**config.mk**
```make
export PLATFORM = sky130hd
export DESIGN_NAME = skhtp_queue
export DESIGN_NICKNAME = d
export VERILOG_FILES = /design/src/rtl/skhtp_pkg.sv /design/src/rtl/skhtp_queue.sv
export SDC_FILE = /design/constraint.sdc
export NUM_CORES = 1
export LEC_CHECK = 0
export BUFFER_PORTS_ARGS = -buffer_cell sky130_fd_sc_hd__buf_2
export CORE_MARGIN = 4
export CORE_UTILIZATION = 50
export DETAILED_ROUTE_END_ITERATION = 12
export PLACE_DENSITY = 0.77
export SLEW_MARGIN = 20
export SYNTH_ARGS = -nofsm -noshare
export SYNTH_HDL_FRONTEND = slang
export SYNTH_SLANG_ARGS = --single-unit
```
**constraint.sdc**
```tcl
create_clock -name clk -period 14 [get_ports clk]
set_input_delay 2.1 -clock clk [delete_from_list [all_inputs] [get_ports clk]]
set_output_delay 2.1 -clock clk [all_outputs]
set_load 0.1 [all_outputs]
```
**src/rtl/skhtp_pkg.sv**
```systemverilog
// Shared types, constants and helper functions for the string-key hash table.
// Used by the front end, queue, table engine and top level; depends on nothing.
package skhtp_pkg;

  localparam int TABLE_ENTRIES = 256;
  localparam int IDX_W         = $clog2(TABLE_ENTRIES);
  localparam int CNT_W         = IDX_W + 1;
  localparam int KEY_BYTES     = 16;
  localparam int PROBE_LIMIT   = TABLE_ENTRIES + 64;
  localparam int PROBE_W       = $clog2(PROBE_LIMIT + 1);
  localparam logic [19:0] HASH_MULT = 20'd1000003;

  localparam logic [1:0] MODE_SET    = 2'd0;
  localparam logic [1:0] MODE_GET    = 2'd1;
  localparam logic [1:0] MODE_REMOVE = 2'd2;
  localparam logic [1:0] MODE_CLEAR  = 2'd3;

  localparam logic [1:0] ST_OK   = 2'd0;
  localparam logic [1:0] ST_BAD  = 2'd1;
  localparam logic [1:0] ST_FULL = 2'd2;

  localparam logic [1:0] SLOT_EMPTY = 2'd0;
  localparam logic [1:0] SLOT_LIVE  = 2'd1;
  localparam logic [1:0] SLOT_TOMB  = 2'd2;

  // Classified item handed from the front end to the table engine.
  typedef struct packed {
    logic [1:0]  mode;
    logic        bad;
    logic [63:0] hash;
    logic [63:0] key_lo;
    logic [63:0] key_hi;
    logic [3:0]  key_len;
    logic [31:0] value;
  } work_t;

  // One slot of the table memory.
  typedef struct packed {
    logic [63:0] hash;
    logic [63:0] key_lo;
    logic [63:0] key_hi;
    logic [3:0]  key_len;
    logic [31:0] value;
  } slot_t;

  function automatic logic [63:0] low_mask(input logic [4:0] len);
    logic [63:0] m;
    if (len >= 5'd8) m = '1;
    else m = (64'd1 << {len[2:0], 3'b000}) - 64'd1;
    return m;
  endfunction

  function automatic logic [63:0] high_mask(input logic [4:0] len);
    logic [63:0] m;
    if (len <= 5'd8) m = '0;
    else if (len >= 5'd16) m = '1;
    else m = (64'd1 << {len[2:0], 3'b000}) - 64'd1;
    return m;
  endfunction

  function automatic logic [63:0] sext_byte(input logic [7:0] b);
    return {{56{b[7]}}, b};
  endfunction

endpackage

```
**src/rtl/skhtp_queue.sv**
```systemverilog
// Two-entry queue of classified items between the front end and the table engine.
// Depends on skhtp_pkg.
module skhtp_queue import skhtp_pkg::*; (
  input  logic  clk,
  input  logic  rst,
  input  logic  wr,
  input  work_t wdata,
  output logic  qfull,
  input  logic  rd,
  output logic  qempty,
  output work_t rdata
);

  work_t      ent [2];
  logic       wptr;
  logic       rptr;
  logic [1:0] count;

  assign qfull  = (count == 2'd2);
  assign qempty = (count == 2'd0);
  assign rdata  = ent[rptr];

  always_ff @(posedge clk) begin
    if (wr) ent[wptr] <= wdata;
    if (rst) begin
      wptr  <= 1'b0;
      rptr  <= 1'b0;
      count <= 2'd0;
    end else begin
      if (wr) wptr <= ~wptr;
      if (rd) rptr <= ~rptr;
      count <= count + {1'b0, wr} - {1'b0, rd};
    end
  end

endmodule

```
==> flow_summary_export.csv, run 1 <==
group,metric,value,unit
outcome,status,"completed",
setup_path,crit_type,"register to output pin",
placement,place.port_buffers,467,
setup_path,cp_max_fo,55,
cts,cts_max_path_buffers,3,
placement,dpl.hpwl,25330,um
sta,tns,0,ns
setup_path,path_cells,"buf_4 > mux2_4 > buf_2",
detailed_routing,wl_met1,13040,um
sta,post-route-period-util,37.49,%
global_routing,antenna_found_initial,15,
sta,worstMarginPinSlew,1.126,ns
placement,place.gp.congestion,0.7528,
cts,post-cts-setup-buffers,0,
detailed_routing,dr.pass1.iters,4,
cts,cts_resized,0,
detailed_routing,routed-wl-met3,3683,um
floorplan,rows,68,
logic_synthesis,yosys-top-cells-area,"edfxtp_1 78%, mux2_4 16%, mux2_2 2.6%",
cts,htree_levels,2,
setup_path,slowest_delay,0.90,ns
sta,slew_headroom,24.94,%
detailed_routing,wl_met2,18600,um
setup_path,critPathLaunchType,"register",
logic_synthesis,syn-num-nets,977,
global_routing,grt_pass1_wl,53230,um
sta,fin_skew,0.01466,ns
detailed_routing,wl_per_cell,21.07,um
cts,cts.root.buffer_cell,"clkbuf_16",
placement,post_dp_cell_area,0.02040,sq mm
floorplan,die_x,196.2,um
cts,clk_pin_slew,0.06,ns
sta,period_needed,5.249,ns
min_path,hold_depth,2,
layout,drive_gt1_share,61.09,%
detailed_routing,drtIter0Drc,396,
floorplan,core-area,0.03471,sq mm
setup_path,slowest_stage,"buf_4",
logic_synthesis,synth_edf_count,462,
logic_synthesis,synth_seq_area_share,78.86,%
logic_synthesis,ys_warn_count,0,
global_routing,grt_start_max_net_pins,133,
logic_synthesis,netlist.top_cell.by_area,"edfxtp_1",
cts,cts_tree,"built",
logic_synthesis,synth_seq_cells,467,
setup_path,crit_arrival,3.15,ns
layout,area_growth,23.08,%
logic_synthesis,synthCells,740,
sta,slew_violations,0,
global_routing,grtUsageTotal,18.12,%
logic_synthesis,avgSynthCellArea,23.94,sq um
logic_synthesis,synth_flop_cell,"edfxtp_1",
cts,numCtsBuffers,45,
setup_path,critPathRequiredTime,11.90,ns
cts,cts_num_sinks,467,
floorplan,pin_count,468,
detailed_routing,routed.top_layer,"met5",
sta,hold_slack,0.5168,ns
cts,hold_buffers,0,
min_path,hold_class,"register to register",
global_routing,overflow,0,
sta,clock.fmax,190.5,MHz
floorplan,initial_core_util,51.04,%
sta,grt_setup_unrepaired,"false",
layout,fin_area,0.02181,sq mm
detailed_routing,ant_nets,0,
sta,hold_viol_final,0,
layout,final_nets,1473,
logic_synthesis,netlist_area,0.01772,sq mm
detailed_routing,vias_per_cell,5.075,
power,ir_worst_vdd,0.0001397,V
detailed_routing,drc,0,
detailed_routing,via_count,8780,
power,cellLeakagePower,8.587,nW
setup_path,r2r_setup_slack,10.92,ns
detailed_routing,drt_wl_total,36450,um
setup_path,reg2reg_depth,3,
sta,setup_violations,0,
flow_run,cap_violations,0,
logic_synthesis,postSynth.asyncResetShare,0,%
floorplan,die_h,196.2,um
power,power.density,169.8,mW/mm^2
logic_synthesis,synth_top_area_share,78.30,%
cts,clk_latency,0.55,ns
setup_path,end_kind,"output pin",
logic_synthesis,synth_cell_type_count,15,
global_routing,first_global_vias,9247,
floorplan,die_area,0.03851,sq mm
[kinds of logic (layout without fill, tap and decap cells)]
family,Yosys count,after routing,synth area share (%)
other,0,8,0
and+or+nand+nor,9,9,0.2472
xor gates and xnor gates,3,3,0.2260
DFF,467,467,78.86
adders and majority gates,2,2,0.1412
buffers and inverters,28,555,1.815
muxes,231,231,18.71
[layout by cell type (no fill, tap or decap), drive strengths merged]
master and n:
diode 8, buf 475, xnor2 2, clkbuf 52, dfxtp 5, edfxtp 462
ha 2, and2 1, clkinvlp 2, mux2 231, bufinv 4, clkinv 18
nor2b 3, inv 4, nor2 5, xnor3 1
[cell type report]
cell class	instances	area [sq um]
Clock inverter	26	239.0
Tap cell	455	569.3
Inverter	2	7.507
Sequential cell	467	13980
Multi-Input combinational cell	245	3433
Timing Repair Buffer	475	2410
Clock buffer	52	1152
Antenna cell	8	20.02
Fill cell	2422	12900
[synth_stat cells (2+ instances only)]
cell	instances
xnor2_1	2
nor2b_1	3
buf_6	11
mux2_4	190
dfxtp_1	5
inv_1	2
edfxtp_1	462
buf_2	4
nor2_1	5
mux2_2	41
buf_8	10
ha_1	2
[per-stage QoR]
step	util [%]	worst slack (ns)	instances	total power, mW
2_1_floorplan	-	1.098	740	2.476
3_3_place_gp	58.76	9.009	1644	2.581
3_5_place_dp	58.76	8.951	1644	2.593
4_1_cts	62.77	8.699	1722	3.739
5_1_grt	62.81	8.634	1728	3.829
6_report	62.82	8.751	1730	3.703
[power by group]
part	switching [mW]	internal, mW
clock network	0.481	0.663
registers	0.0266	1.64
logic	0.706	0.191
[sequential cells by signal (all words and copies together) (netlist names), named ones only]
signal and count:
count 2, ent 462, rptr 1, wptr 1
[final timing paths]
check,from,to
worst max register to register,wptr$_SDFFE_PP0P_,ent[0][72]$_DFFE_PP_
worst max-delay path,register,rdata[229]
worst min register to register,rptr$_SDFFE_PP0P_,register
worst min-delay path,rptr$_SDFFE_PP0P_,register
[per-layer routing]
| layer | track usage, % | up-vias |
|---|---|---|
| li1 | - | 3954 |
| met1 | 20.31 | 4351 |
| met2 | 31.13 | 382 |
| met3 | 7.367 | 77 |
| met4 | 6.956 | 16 |
| met5 | 0 | - |
[critical path, delay by kind of cell, from the launching register on]
kind	cells	cell delay, ns
mux	1	0.33
buf+inv	2	1.33
flops	1	0.82
Note: power is estimated with default switching activity, not from simulation.
==> run 2: changes to the inputs <==
Clock period 14 ns to 5.2 ns, I/O delays scaled along.
==> run 2 against run 1 <==
Routed wire length rose by 2.2%. Sequential share of layout area fell by 0.46 points. Via count fell by 0.23%. Clock skew barely moved. Final area rose by 0.73%. Sequential power rose to 2.7 times the previous value. First-iteration DRC count rose by 4.8%. Count of clock-buffer cells in the layout rose by 6. Setup slack got worse by 7.1 ns. Power rose to 2.7 times the previous value. Register-to-register slack got worse by 7.9 ns. Clock power rose to 2.7 times the previous value.
==> flow_summary_export.csv, run 2 (synthesis results as in run 1) <==
group,metric,value,unit
outcome,status,"completed",
sta,clock.fmax,282.6,MHz
setup_path,crit_type,"register to output pin",
placement,place.gp.congestion,0.7934,
detailed_routing,wl_per_cell,21.47,um
detailed_routing,via_count,8760,
sta,grt_setup_unrepaired,"false",
sta,tns,0,ns
floorplan,rows,68,
setup_path,slowest_delay,0.93,ns
cts,cts.root.buffer_cell,"clkbuf_16",
cts,htree_levels,2,
layout,regMostFlops,"ent",
layout,area_growth,23.98,%
placement,place.port_buffers,467,
setup_path,slowest_stage,"dfxtp_4",
global_routing,antenna_found_initial,8,
layout,largest_reg_flops,462,
cts,cts_num_sinks,467,
floorplan,core-area,0.03471,sq mm
layout,final_nets,1481,
setup_path,reg2reg_from,"wptr$_SDFFE_PP0P_",
global_routing,grt_use_met3,7.556,%
setup_path,end_kind,"output pin",
setup_path,reg2reg_depth,2,
global_routing,grtUsageTotal,18.64,%
sta,fin_skew,0.01499,ns
setup_path,cp_max_fo,56,
layout,largestRegisters,"ent (462), count (2)",
sta,slew_violations,0,
sta,setup_violations,0,
floorplan,die_h,196.2,um
power,power.density,456.8,mW/mm^2
setup_path,path_cells,"buf_12 > mux2_2 > buf_2",
cts,hold_buffers,0,
layout,drive_gt1_share,61.13,%
layout,final_cell_mix,"467 x buf_2, 462 x edfxtp_1, 190 x mux2_4, 47 x clkbuf_16, 41 x mux2_2",
global_routing,grt_util_met1,21.98,%
setup_path,r2r-end,"ent[1][103]$_DFFE_PP_",
sta,post-route-period-util,68.06,%
global_routing,grt_pass1_wl,54810,um
setup_path,r2r_setup_slack,3.04,ns
placement,dpl.hpwl,26080,um
power,ir_worst_vdd,0.0003627,V
floorplan,initial_core_util,51.04,%
floorplan,die_area,0.03851,sq mm
detailed_routing,drt_wl_total,37240,um
detailed_routing,ant_nets,0,
power,cellLeakagePower,8.661,nW
cts,cts_max_path_buffers,3,
sta,worstMarginPinSlew,1.053,ns
setup_path,cp-endpoint,"rdata[35]",
sta,slew_headroom,29.66,%
setup_path,critPathLaunchType,"register",
global_routing,first_global_vias,9399,
global_routing,busiest_layer,"met2",
flow_run,cap_violations,0,
cts,cts_resized,0,
layout,layout_commonest_cell,"buf_2",
cts,clk_pin_slew,0.06,ns
setup_path,critPathRequiredTime,4.42,ns
global_routing,use_met2,31.88,%
sta,period_needed,3.539,ns
cts,clk_latency,0.54,ns
min_path,hold_class,"primary input to register",
sta,hold_viol_final,0,
detailed_routing,drc,0,
power,power.total,10.03,mW
floorplan,pin_count,468,
floorplan,die_x,196.2,um
detailed_routing,dr.pass1.iters,4,
cts,numCtsBuffers,46,
cts,cts_tree,"built",
global_routing,grt_start_max_net_pins,86,
global_routing,overflow,0,
detailed_routing,drtIter0Drc,415,
detailed_routing,vias_per_cell,5.052,
cts,post-cts-setup-buffers,0,
setup_path,crit_arrival,2.76,ns
-- run 2: changes by cell type in the layout (fill, tap and decap cells not counted) --
cell and change:
clkinv_2 -4, clkbuf_16 +2, buf_12 +6, inv_6 -1, buf_4 +1, diode_2 -5, clkbuf_1 +1, clkbuf_8 +3
bufinv_16 -1, clkinv_1 +2
-- run 2: critical path: cells and delay by family, from the launching register on --
family	cells	cell delay, ns
buffers and inverters	2	0.72
flip-flops	1	0.93
multiplexers	1	0.39
-- run 2: through the flow --
stage | std cells | util [%] | setup WS (ns) | instance area, sq um | hold slack (ns)
after global routing | 1732 | 63.27 | 1.565 | 21960 | 0.3946
after floorplan | 740 | - | 0.5290 | 17730 | 0.4799
after CTS | 1731 | 63.26 | 1.654 | 21960 | 0.3965
after detailed placement | 1651 | 59.13 | 2.243 | 20520 | 0.5133
final | 1734 | 63.28 | 1.661 | 21970 | 0.4198
after global placement | 1651 | 59.13 | 2.231 | 20520 | 0.4945
-- run 2: how the worst min path moves through the flow --
stage	start	end	slack [ns]	cells after the start
after floorplan	rptr$_SDFFE_PP0P_	register	0.48	2
after global placement	rptr$_SDFFE_PP0P_	rptr$_SDFFE_PP0P_	0.49	2
after detailed placement	rptr$_SDFFE_PP0P_	register	0.51	2
after CTS	wdata[159]	ent[1][159]$_DFFE_PP_	0.40	1
after global routing	wdata[166]	ent[0][166]$_DFFE_PP_	0.39	1
final	wdata[198]	ent[1][198]$_DFFE_PP_	0.42	1
-- run 2: cell type report --
type                       instances  area [sq um]
multi-input combinational        245          3433
fill                            2404         12750
clock inverter                    22         187.7
clock buffer                      58          1247
sequential                       467         13980
tap                              455         569.3
timing repair buffer             482          2537
inverter                           2         7.507
antenna                            3         7.507
-- run 2: report_power, final --
| part | total [mW] | internal (mW) | leakage, nW | switching [mW] |
|---|---|---|---|---|
| Clock | 3.13 | 1.84 | 0.701 | 1.29 |
| Sequential | 4.48 | 4.40 | 4.38 | 0.0785 |
| Combinational | 2.43 | 0.523 | 3.58 | 1.90 |
| Total | 10.0 | 6.76 | 8.66 | 3.27 |
-- run 2: layer usage --
layer	wire [um]	vias up
met5	79	-
met4	860	12
met3	4040	65
met2	18800	386
met1	13460	4332
li1	-	3965
