### config.mk
export PLATFORM = sky130hd
export DESIGN_NAME = skhtp_front
export DESIGN_NICKNAME = d
export VERILOG_FILES = /design/src/rtl/skhtp_pkg.sv /design/src/rtl/skhtp_front.sv
export SDC_FILE = /design/constraint.sdc
export NUM_CORES = 1
export LEC_CHECK = 0
export ABC_CLOCK_PERIOD_IN_PS = 17000
export BUFFER_PORTS_ARGS = -buffer_cell sky130_fd_sc_hd__buf_2
export CAP_MARGIN = 20
export CORE_ASPECT_RATIO = 1.25
export CORE_UTILIZATION = 55
export CTS_CLUSTER_DIAMETER = 50
export DETAILED_ROUTE_END_ITERATION = 8
export GPL_TIMING_DRIVEN = 0
export PLACE_DENSITY = 0.77
export SKIP_CTS_REPAIR_TIMING = 1
export SLEW_MARGIN = 20
export SYNTH_ARGS = -nofsm -noshare
export SYNTH_HDL_FRONTEND = slang
export SYNTH_SLANG_ARGS = --single-unit
### constraint.sdc
create_clock -name clk -period 17 [get_ports clk]
set_input_delay 2.55 -clock clk [delete_from_list [all_inputs] [get_ports clk]]
set_output_delay 2.55 -clock clk [all_outputs]
set_load 0.05 [all_outputs]
### src/rtl/skhtp_pkg.sv
// Shared types, constants and helper functions for the string-key hash table.
// Used by the front end, queue, table engine and top level; depends on nothing.
package skhtp_pkg;

  localparam int TABLE_ENTRIES = 256;
  localparam int IDX_W         = $clog2(TABLE_ENTRIES);
  localparam int CNT_W         = IDX_W + 1;
  localparam int KEY_BYTES     = 16;
  localparam int PROBE_LIMIT   = TABLE_ENTRIES + 64;
  localparam int PROBE_W       = $clog2(PROBE_LIMIT + 1);
  localparam logic [19:0] HASH_MULT = 20'd1000003;

  localparam logic [1:0] MODE_SET    = 2'd0;
  localparam logic [1:0] MODE_GET    = 2'd1;
  localparam logic [1:0] MODE_REMOVE = 2'd2;
  localparam logic [1:0] MODE_CLEAR  = 2'd3;

  localparam logic [1:0] ST_OK   = 2'd0;
  localparam logic [1:0] ST_BAD  = 2'd1;
  localparam logic [1:0] ST_FULL = 2'd2;

  localparam logic [1:0] SLOT_EMPTY = 2'd0;
  localparam logic [1:0] SLOT_LIVE  = 2'd1;
  localparam logic [1:0] SLOT_TOMB  = 2'd2;

  // Classified item handed from the front end to the table engine.
  typedef struct packed {
    logic [1:0]  mode;
    logic        bad;
    logic [63:0] hash;
    logic [63:0] key_lo;
    logic [63:0] key_hi;
    logic [3:0]  key_len;
    logic [31:0] value;
  } work_t;

  // One slot of the table memory.
  typedef struct packed {
    logic [63:0] hash;
    logic [63:0] key_lo;
    logic [63:0] key_hi;
    logic [3:0]  key_len;
    logic [31:0] value;
  } slot_t;

  function automatic logic [63:0] low_mask(input logic [4:0] len);
    logic [63:0] m;
    if (len >= 5'd8) m = '1;
    else m = (64'd1 << {len[2:0], 3'b000}) - 64'd1;
    return m;
  endfunction

  function automatic logic [63:0] high_mask(input logic [4:0] len);
    logic [63:0] m;
    if (len <= 5'd8) m = '0;
    else if (len >= 5'd16) m = '1;
    else m = (64'd1 << {len[2:0], 3'b000}) - 64'd1;
    return m;
  endfunction

  function automatic logic [63:0] sext_byte(input logic [7:0] b);
    return {{56{b[7]}}, b};
  endfunction

endpackage

### src/rtl/skhtp_front.sv
// Front end: accepts items, checks arguments, hashes the key one byte a cycle.
// Depends on skhtp_pkg.
module skhtp_front import skhtp_pkg::*; (
  input  logic        clk,
  input  logic        rst,
  input  logic        push,
  output logic        full,
  input  logic [1:0]  mode,
  input  logic [63:0] key_low_bytes,
  input  logic [63:0] key_high_bytes,
  input  logic [4:0]  key_length,
  input  logic [31:0] value_in,
  output logic        wq_push,
  input  logic        wq_full,
  output work_t       wq_data
);

  typedef enum logic [2:0] {
    F_IDLE = 3'b001,
    F_HASH = 3'b010,
    F_SEND = 3'b100
  } fstate_t;

  fstate_t     state;
  work_t       item;
  logic [4:0]  cnt;
  logic [127:0] key_all;
  logic [7:0]  cur_byte;
  logic [63:0] prod_lo;
  logic [31:0] prod_hi;
  logic [63:0] in_lo_m;
  logic        in_bad;

  assign full    = (state != F_IDLE);
  assign wq_push = (state == F_SEND) && !wq_full;
  assign wq_data = item;

  assign key_all  = {item.key_hi, item.key_lo};
  assign cur_byte = key_all[{cnt[3:0], 3'b000} +: 8];
  // h * M split into two 32-bit halves; only the low 32 bits of the upper product matter
  assign prod_lo  = item.hash[31:0] * {12'd0, HASH_MULT};
  assign prod_hi  = 32'(item.hash[63:32] * {12'd0, HASH_MULT});

  assign in_lo_m = key_low_bytes & low_mask(key_length);
  assign in_bad  = (key_length >= 5'(KEY_BYTES)) || (mode == MODE_SET && value_in == 32'd0);

  always_ff @(posedge clk) begin
    if (rst) begin
      state <= F_IDLE;
    end else begin
      case (state)
        F_IDLE: begin
          if (push) begin
            item.mode    <= mode;
            item.bad     <= in_bad;
            item.key_lo  <= in_lo_m;
            item.key_hi  <= key_high_bytes & high_mask(key_length);
            item.key_len <= key_length[3:0];
            item.value   <= value_in;
            item.hash    <= (key_length != 5'd0) ? (sext_byte(in_lo_m[7:0]) << 7) : 64'd0;
            cnt          <= 5'd0;
            state        <= (mode == MODE_CLEAR || in_bad) ? F_SEND : F_HASH;
          end
        end
        F_HASH: begin
          if (cnt == {1'b0, item.key_len}) begin
            item.hash <= item.hash ^ {59'd0, cnt};
            state     <= F_SEND;
          end else begin
            item.hash <= (prod_lo + {prod_hi, 32'd0}) ^ sext_byte(cur_byte);
            cnt       <= cnt + 5'd1;
          end
        end
        F_SEND: begin
          if (!wq_full) state <= F_IDLE;
        end
        default: state <= F_IDLE;
      endcase
    end
  end

endmodule

==> results of run 1 <==
-- cells in the final DEF (no fill, tap or decap), drive strengths merged, types with 9 or more instances in the layout --
cell	synthesis	final
a211oi	12	12
a21o	42	42
a21oi	95	95
a31oi	9	9
and2	53	53
buf	16	429
clkbuf	42	67
clkinv	0	12
edfxtp	236	236
fa	314	314
ha	419	419
inv	404	408
mux4	40	40
nand2	70	70
nand2b	17	17
nand3	22	22
nand4	17	17
nor2	68	68
nor2b	71	71
nor3	10	10
nor4	14	14
o211ai	12	12
o21a	11	11
o21ai	95	95
o21bai	10	10
xnor2	132	132
xor2	38	38
-- sequential cells by signal, summed over array words and instances, names as in the netlist --
register and cells:
cnt 5, state 3, wq_data 231
-- per-stage QoR --
step	std cells	instance area [um^2]
floorplan	2370	27100
global placement	3417	29900
detailed placement	3427	30200
CTS	3473	31100
global route	3476	31100
finish	3478	31100
-- layout make-up --
type	instances	share of cell area
clock inverter	21	0.00801
antenna	5	0.000402
multi-input combinational	1669	0.587
clock buffer	25	0.0201
inverter	404	0.0488
tap	644	0.0259
buffer	58	0.00744
sequential	239	0.230
timing repair buffer	413	0.0730
-- worst min-delay path by stage --
| stage | to | slack (ps) | depth (start not counted) | start |
|---|---|---|---|---|
| 6_report | state[2] | 570 | 2 | state[2] |
| 5_1_grt | state[2] | 590 | 2 | state[2] |
| 4_1_cts | state[2] | 570 | 2 | state[2] |
| 3_5_place_dp | state[2] | 550 | 2 | state[2] |
| 3_3_place_gp | state[2] | 520 | 2 | state[2] |
| 2_1_floorplan | state[2] | 500 | 2 | state[2] |
-- logic make-up after synthesis --
logic type	Yosys count
adder cells (fa/ha/maj)	733
buffers and inverters	462
AND/OR/NAND/NOR	378
AO/OA/AOI/OAI	346
multiplexers	42
flip-flops	239
XOR/XNOR	170
-- routing by layer --
layer	share of wire	routed length [um]	GRT usage	vias up
li1	-	-	-	9003
met1	0.35	26800	0.340	9844
met2	0.53	40400	0.574	737
met3	0.061	4650	0.0483	203
met4	0.059	4540	0.169	2
met5	0.00017	13	0	-
-- worst reg2reg max path: cells and delay by family (launching register included) --
kind	cells	cell delay (ps)
and+or+nand+nor	6	1110
xor gates and xnor gates	1	120
buffers and inverters	2	80
adders and majority gates	11	3860
DFF	1	720
AOI/OAI and AO/OA	9	2600
==> flow_metrics.py, run 1 <==
metrics = {
    "status": {
        "outcome": "finished clean",
    },
    "timing": {
        "maxSlewViolCount": 0,
        "layout_min_cycle_time_ps": 8650,
        "clock_skew_ps": 11.1,
        "fmax_ghz": 0.116,
        "setup_viol": 0,
        "worst_pin_slew_ps": 1070,
        "fin_crit_sh": 0.509,
        "relSlewSlack": 0.280,
        "setup_tns_ps": 0,
        "fin_ws_ps": 8350,
        "rsz0062_at_grt": "no",
        "hold_viol_final": 0,
        "holdWs_ps": 570,
    },
    "final_layout": {
        "final_util": 0.642,
        "final_layout_size_suffix_gt1_frac": 0.187,
        "regArea_um2": 7150,
        "fillers": 3847,
        "finalNetCount": 3714,
        "multi_input_area_um2": 18200,
        "areaGrowthSynthToFinish_pct": 14.7,
    },
    "global_routing": {
        "globalRouteOverflowTotal": 0,
        "antenna_found_initial": 5,
        "grtUsageTotal": 0.311,
        "grt_pass1_wl_um": 119000,
        "grt_max_degree": 31,
        "first_global_vias": 21500,
    },
    "floorplan": {
        "start_util": 0.560,
        "die_x_um": 201,
        "fp.dieH_um": 250,
        "io_pins": 404,
        "core_region_area_um2": 48400,
        "rows": 90,
        "die_area_um2": 50200,
    },
    "synthesis": {
        "synth_xor_area_frac": 0.0555,
        "yosys-top-cells-area": "edfxtp_1, fa_1, ha_1",
        "synth-simple-area-share": 0.0746,
        "synth_compound_area_frac": 0.0827,
        "ys_types": 74,
        "synthesis.nets": 3274,
        "synth_edf_count": 236,
        "ys_seq_area_frac": 0.264,
        "async_flop_share": 0,
        "ys_seq_elements": 239,
        "synthMostInstantiatedCell": "ha_1",
        "synth.top_cell.area_share": 0.261,
        "synth_top_family_by_area": "adder cells",
        "ys.flop_type": "edfxtp_1",
        "postSynthCellCount": 2370,
        "yosys-top-cells-count": "ha_1, inv_1, fa_1",
        "synth_largest_area_cell": "edfxtp_1",
        "synth_mux_area_frac": 0.0340,
        "avgSynthCellArea_um2": 11.4,
        "yosysWarnings": 0,
        "synth_adder_area_share": 0.425,
        "synth_area_um2": 27100,
    },
    "drt": {
        "first_pass_iters": 5,
        "drt_wl_total_um": 76400,
        "postRouteAntennaNets": 0,
        "wl_per_cell_um": 22.0,
        "first_iter_violations": 895,
        "vias_per_cell": 5.69,
        "vias": 19800,
        "drc": 0,
    },
    "setup_path": {
        "endpoint_kind": "flop",
        "r2r-start": "wq_data[198]",
        "r2r_slack_ps": 8350,
        "crit_type": "reg2reg",
        "endpoint": "wq_data[226]",
        "path_delay_family": "adder cells",
        "worstPathRequired_ps": 17370,
        "cpMaxStageDelayCell": "edfxtp_1",
        "crit_path_frequent_cell": "ha_1",
        "cpPeakStageDelay_ps": 720,
        "crit_arrival_ps": 9030,
        "path_buf_inv": 2,
        "reg2reg_to": "wq_data[226]",
        "crit_start": "wq_data[198]",
        "cp.depth": 29,
        "reg2reg_depth": 29,
        "crit_fanout": 9,
        "startpoint_type": "flop",
    },
    "place": {
        "hpwl_um": 64200,
        "place.gp.congestion": 0.941,
        "io_buffers": 403,
        "dp_slack_ps": 8420,
    },
    "cts": {
        "path_clk_slew_ps": 70,
        "clock-root-buffer": "clkbuf_16",
        "numClockSinks": 239,
        "clk_latency_ps": 560,
        "cts_tree": "done",
        "cts_max_path_buffers": 3,
        "ctsHtreeMaxLevel": 1,
        "cts_made_buffers": 25,
    },
    "job": {
        "cap_violations": 0,
    },
    "hold_path": {
        "holdCritPathClass": "reg2reg",
    },
}
Power of run 1 is not shown: default switching activity piles up to over one toggle a cycle in this logic, so the estimate is an artifact.
==> run 2: changes to the inputs <==
--- a/config.mk
+++ b/config.mk
@@ -5,15 +5,16 @@
 export SDC_FILE = /design/constraint.sdc
 export NUM_CORES = 1
 export LEC_CHECK = 0
-export ABC_CLOCK_PERIOD_IN_PS = 17000
+export ABC_AREA = 1
+export ABC_CLOCK_PERIOD_IN_PS = 7700
 export BUFFER_PORTS_ARGS = -buffer_cell sky130_fd_sc_hd__buf_2
 export CAP_MARGIN = 20
 export CORE_ASPECT_RATIO = 1.25
-export CORE_UTILIZATION = 55
+export CORE_UTILIZATION = 54
 export CTS_CLUSTER_DIAMETER = 50
 export DETAILED_ROUTE_END_ITERATION = 8
 export GPL_TIMING_DRIVEN = 0
-export PLACE_DENSITY = 0.77
+export PLACE_DENSITY = 0.79
 export SKIP_CTS_REPAIR_TIMING = 1
 export SLEW_MARGIN = 20
 export SYNTH_ARGS = -nofsm -noshare
==> constraint.sdc (replaced) <==
create_clock -name clk -period 7.7 [get_ports clk]
set_input_delay 1.155 -clock clk [delete_from_list [all_inputs] [get_ports clk]]
set_output_delay 1.155 -clock clk [all_outputs]
set_load 0.05 [all_outputs]
==> run 2 against run 1 <==
  * The flow now finishes with violations (setup timing)
  * First-iteration DRC count rose by 120%
  * Largest cell class unchanged
  * Highest routed layer unchanged
  * Sequential share of layout area fell by 1.8 points
  * Global-route usage rose by 2.2 points
  * Maximum frequency rose by 10%
  * Non-clock buffer count rose by 24
  * Critical endpoint is now wq_data[221]
  * Flip-flop and latch count did not move
  * Core utilization fell by 0.29 points
==> flow_metrics.py, run 2 <==
metrics = {
    "timing": {
        "maxSlewViolCount": 0,
        "setup_viol": 9,
        "fin_crit_sh": 1.02,
        "clock_skew_ps": 18.4,
        "hold_viol_final": 0,
        "rsz0062_at_grt": "yes",
        "worst_pin_slew_ps": 849,
        "relSlewSlack": 0.432,
        "fin_ws_ps": -133,
        "fmax_ghz": 0.128,
        "layout_min_cycle_time_ps": 7830,
    },
    "synthesis": {
        "ys_types": 47,
        "synth.top_cell.area_share": 0.245,
        "postSynthCellCount": 3255,
        "yosys-top-cells-area": "edfxtp_1, fa_1, ha_1",
        "synthMostInstantiatedCell": "inv_1",
        "async_flop_share": 0,
        "ys_seq_elements": 239,
        "yosys-top-cells-count": "inv_1, nand2_1, ha_1",
        "ys.flop_type": "edfxtp_1",
        "synth_area_um2": 28900,
        "synthesis.nets": 4159,
        "yosysWarnings": 0,
        "synth_edf_count": 236,
        "avgSynthCellArea_um2": 8.88,
        "ys_seq_area_frac": 0.247,
        "synth_largest_area_cell": "edfxtp_1",
    },
    "floorplan": {
        "die_x_um": 209,
        "start_util": 0.548,
        "io_pins": 404,
        "core_region_area_um2": 52700,
        "die_area_um2": 54500,
        "fp.dieH_um": 261,
        "rows": 94,
    },
    "final_layout": {
        "areaGrowthSynthToFinish_pct": 16.6,
        "layout_common_cells": "inv_1, nand2_1, buf_2, ha_1, nor2_1",
        "largest_reg_flops": 231,
        "final_util": 0.639,
        "final_common_cell": "inv_1",
        "final_layout_size_suffix_gt1_frac": 0.158,
        "finalNetCount": 4639,
    },
    "cts": {
        "numClockSinks": 239,
        "ctsHtreeMaxLevel": 1,
        "cts_tree": "done",
        "clock-root-buffer": "clkbuf_16",
        "clk_latency_ps": 580,
        "path_clk_slew_ps": 70,
        "cts_made_buffers": 26,
        "cts_max_path_buffers": 3,
    },
    "drt": {
        "postRouteAntennaNets": 0,
        "first_iter_violations": 1932,
        "drc": 0,
        "wl_per_cell_um": 20.7,
        "drt_wl_total_um": 91500,
        "vias": 24700,
        "vias_per_cell": 5.58,
        "first_pass_iters": 7,
    },
    "place": {
        "hpwl_um": 75200,
        "io_buffers": 403,
        "place.gp.congestion": 1.03,
        "dp_slack_ps": -995,
    },
    "setup_path": {
        "cpPeakStageDelay_ps": 510,
        "crit_fanout": 7,
        "crit_arrival_ps": 8150,
        "startpoint_type": "flop",
        "cpMaxStageDelayCell": "edfxtp_1",
        "crit_type": "reg2reg",
        "crit_path_frequent_cell": "fa_1",
        "worstPathRequired_ps": 8020,
        "endpoint_kind": "flop",
    },
    "status": {
        "violations": "setup timing",
        "outcome": "complete, but fails checks",
    },
    "global_routing": {
        "globalRouteOverflowTotal": 0,
        "grt_pass1_wl_um": 138000,
        "antenna_found_initial": 6,
        "grtUsageTotal": 0.333,
        "first_global_vias": 25200,
        "grt_max_degree": 31,
    },
    "job": {
        "cap_violations": 0,
    },
    "hold_path": {
        "holdCritPathClass": "reg2reg",
    },
}
[run 2: metrics by stage]
step                cell area [um^2]  TNS [ps]  cells  hold WS (ps)
floorplan                      28900         0   3255           528
global placement               31800    -50790   4330           559
detailed placement             32100     -9260   4340           568
CTS                            32900     -9790   4387           582
global route                   33700     -3770   4426           641
finish                         33700      -828   4427           578
[run 2: layer usage]
metal	up-vias	wire [um]	GRT usage
li1	11400	-	-
met1	11800	32700	0.386
met2	1231	45900	0.598
met3	300	7390	0.0485
met4	4	5380	0.170
met5	-	26	0
[run 2: final timing paths]
| kind | cells after the start | end | slack [ps] | from |
|---|---|---|---|---|
| max | 33 | wq_data[221] | -130 | wq_data[196] |
| min reg2reg | 3 | state[2] | 580 | state[1] |
| max reg2reg | 33 | wq_data[221] | -130 | wq_data[196] |
| min | 3 | state[2] | 580 | state[1] |
[run 2: logic make-up after synthesis]
logic type / share of synthesized area
compound gates: 0.0748
xor+xnor: 0.0368
fa+ha+maj: 0.399
buf+inv: 0.101
flops: 0.247
simple gates: 0.142
[run 2: layout make-up]
cell class | instances | area (um^2)
plain buffers | 43 | 220
clock inverters | 20 | 241
well taps | 672 | 841
fillers | 4505 | 19000
repair buffers | 452 | 2630
inverters | 716 | 2690
flip-flops and latches | 239 | 7150
multi-input cells | 2257 | 19300
clock buffers | 27 | 654
diodes | 1 | 2.50
[run 2: worst max-delay path, delay by kind of cell (launching register included)]
| family | cells | cell delay (ps) |
|---|---|---|
| AOI/OAI and AO/OA | 2 | 580 |
| and+or+nand+nor | 11 | 1030 |
| buffers and inverters | 7 | 520 |
| adders and majority gates | 12 | 4740 |
| DFF | 1 | 510 |
| xor gates and xnor gates | 1 | 180 |
Power of run 2 is left out for the same reason.
==> run 3: changes to the inputs <==
--- a/config.mk
+++ b/config.mk
@@ -9,7 +9,7 @@
 export ABC_CLOCK_PERIOD_IN_PS = 7700
 export BUFFER_PORTS_ARGS = -buffer_cell sky130_fd_sc_hd__buf_2
 export CAP_MARGIN = 20
-export CORE_ASPECT_RATIO = 1.25
+export CORE_MARGIN = 2
 export CORE_UTILIZATION = 54
 export CTS_CLUSTER_DIAMETER = 50
 export DETAILED_ROUTE_END_ITERATION = 8
==> run 3 against run 2 <==
  * The run now ends clean
  * Final area down 0.20%
  * Maximum frequency up 3.2%
  * Worst setup slack better by 240 ps
  * Via count down 1.9%
  * Core utilization down 0.21 points
  * Wire length about the same
  * Flip-flop and latch count unchanged
  * Sequential share of layout area about the same
  * Critical endpoint unchanged
  * Largest cell class unchanged
==> flow_metrics.py, run 3 (same netlist as run 2, synthesis figures left out) <==
metrics = {
    "cts": {
        "path_clk_slew_ps": 60,
        "cts_made_buffers": 27,
        "cts_max_path_buffers": 3,
        "numClockSinks": 239,
        "cts_tree": "done",
        "clock-root-buffer": "clkbuf_16",
        "clk_latency_ps": 560,
        "ctsHtreeMaxLevel": 1,
    },
    "floorplan": {
        "rows": 84,
        "die_area_um2": 55400,
        "start_util": 0.548,
        "fp.dieH_um": 235,
        "die_x_um": 235,
        "core_region_area_um2": 52800,
        "io_pins": 404,
    },
    "setup_path": {
        "reg2reg_depth": 35,
        "r2r-start": "wq_data[197]",
        "r2r_slack_ps": 110,
        "worstPathRequired_ps": 8000,
        "crit_type": "reg2reg",
        "cpPeakStageDelay_ps": 550,
        "crit_start": "wq_data[197]",
        "crit_fanout": 5,
        "crit_arrival_ps": 7900,
        "cpMaxStageDelayCell": "fa_1",
        "startpoint_type": "flop",
        "crit_path_frequent_cell": "fa_1",
        "reg2reg_to": "wq_data[221]",
        "endpoint_kind": "flop",
        "endpoint": "wq_data[221]",
    },
    "global_routing": {
        "grt_max_degree": 30,
        "globalRouteOverflowTotal": 0,
        "grtUsageTotal": 0.328,
        "grt_pass1_wl_um": 139000,
        "antenna_found_initial": 4,
        "first_global_vias": 24700,
    },
    "place": {
        "place.gp.congestion": 1.01,
        "dp_slack_ps": -874,
        "place_inst": 4355,
        "io_buffers": 403,
        "placed_cell_area_um2": 32000,
        "hpwl_um": 75900,
    },
    "final_layout": {
        "final_common_cell": "inv_1",
        "final_cells": 4444,
        "areaGrowthSynthToFinish_pct": 16.3,
        "postLayoutCellArea_um2": 33600,
        "finalNetCount": 4637,
        "largest_reg_flops": 231,
        "final_layout_size_suffix_gt1_frac": 0.156,
        "layout_common_cells": "inv_1, nand2_1, buf_2, ha_1, nor2_1",
    },
    "timing": {
        "hold_viol_final": 0,
        "holdWs_ps": 623,
        "setup_viol": 0,
        "rsz0062_at_grt": "yes",
        "maxSlewViolCount": 0,
        "layout_min_cycle_time_ps": 7590,
        "worst_pin_slew_ps": 839,
        "fin_ws_ps": 108,
        "fin_crit_sh": 0.986,
        "clock_skew_ps": 11.9,
        "relSlewSlack": 0.438,
        "fmax_ghz": 0.132,
    },
    "drt": {
        "postRouteAntennaNets": 0,
        "drc": 0,
        "drt_wl_total_um": 91400,
        "vias_per_cell": 5.45,
        "first_pass_iters": 6,
        "vias": 24200,
        "first_iter_violations": 1910,
        "wl_per_cell_um": 20.6,
    },
    "job": {
        "cap_violations": 0,
    },
    "hold_path": {
        "hp-start": "state[1]",
        "holdCritPathClass": "reg2reg",
    },
    "status": {
        "outcome": "finished clean",
    },
}
## run 3: changes by cell type in the layout (fill, tap and decap cells not counted), sizes merged
| cell | delta |
|---|---|
| clkinvlp | -1 |
| inv | +3 |
| bufinv | -3 |
| clkbuf | +10 |
| buf | -4 |
| diode | +1 |
| clkinv | -5 |
## run 3: worst min-delay path by stage
stage	end	slack [ps]	cells past startpoint
final	state[2]	620	3
after global routing	state[2]	660	3
after CTS	state[2]	610	2
after detailed placement	state[2]	580	3
after global placement	state[2]	560	3
after floorplan	state[2]	530	3
## run 3: cell type report
type / instances / area [um^2]
inverter: 716 / 2690
antenna: 2 / 5.00
multi-input combinational: 2257 / 19300
sequential: 239 / 7150
timing repair buffer: 449 / 2610
clock buffer: 36 / 719
buffer: 43 / 220
fill: 4508 / 19100
tap: 688 / 861
clock inverter: 14 / 97.6
## run 3: layer usage
layer / global-route usage / up-vias / wire [um]
li1: - / 11400 / -
met1: 0.405 / 11600 / 35000
met2: 0.579 / 1063 / 45200
met3: 0.0408 / 209 / 6420
met4: 0.144 / 4 / 4760
met5: 0 / - / 29
## run 3: critical path, delay by kind of cell, from the launching register on
family	cells	cell delay, ps
flip-flops	1	430
adder cells (fa/ha/maj)	12	4750
XOR/XNOR	1	190
AO/OA/AOI/OAI	2	350
AND/OR/NAND/NOR	13	1170
buffers and inverters	7	460
## run 3: metrics by stage
stage	TNS, ps	util
after CTS	-8200	0.623
after global routing	-1200	0.637
after floorplan	0	-
after detailed placement	-7990	0.607
after global placement	-37940	0.603
final	0	0.637
Power of run 3 is left out for the same reason.
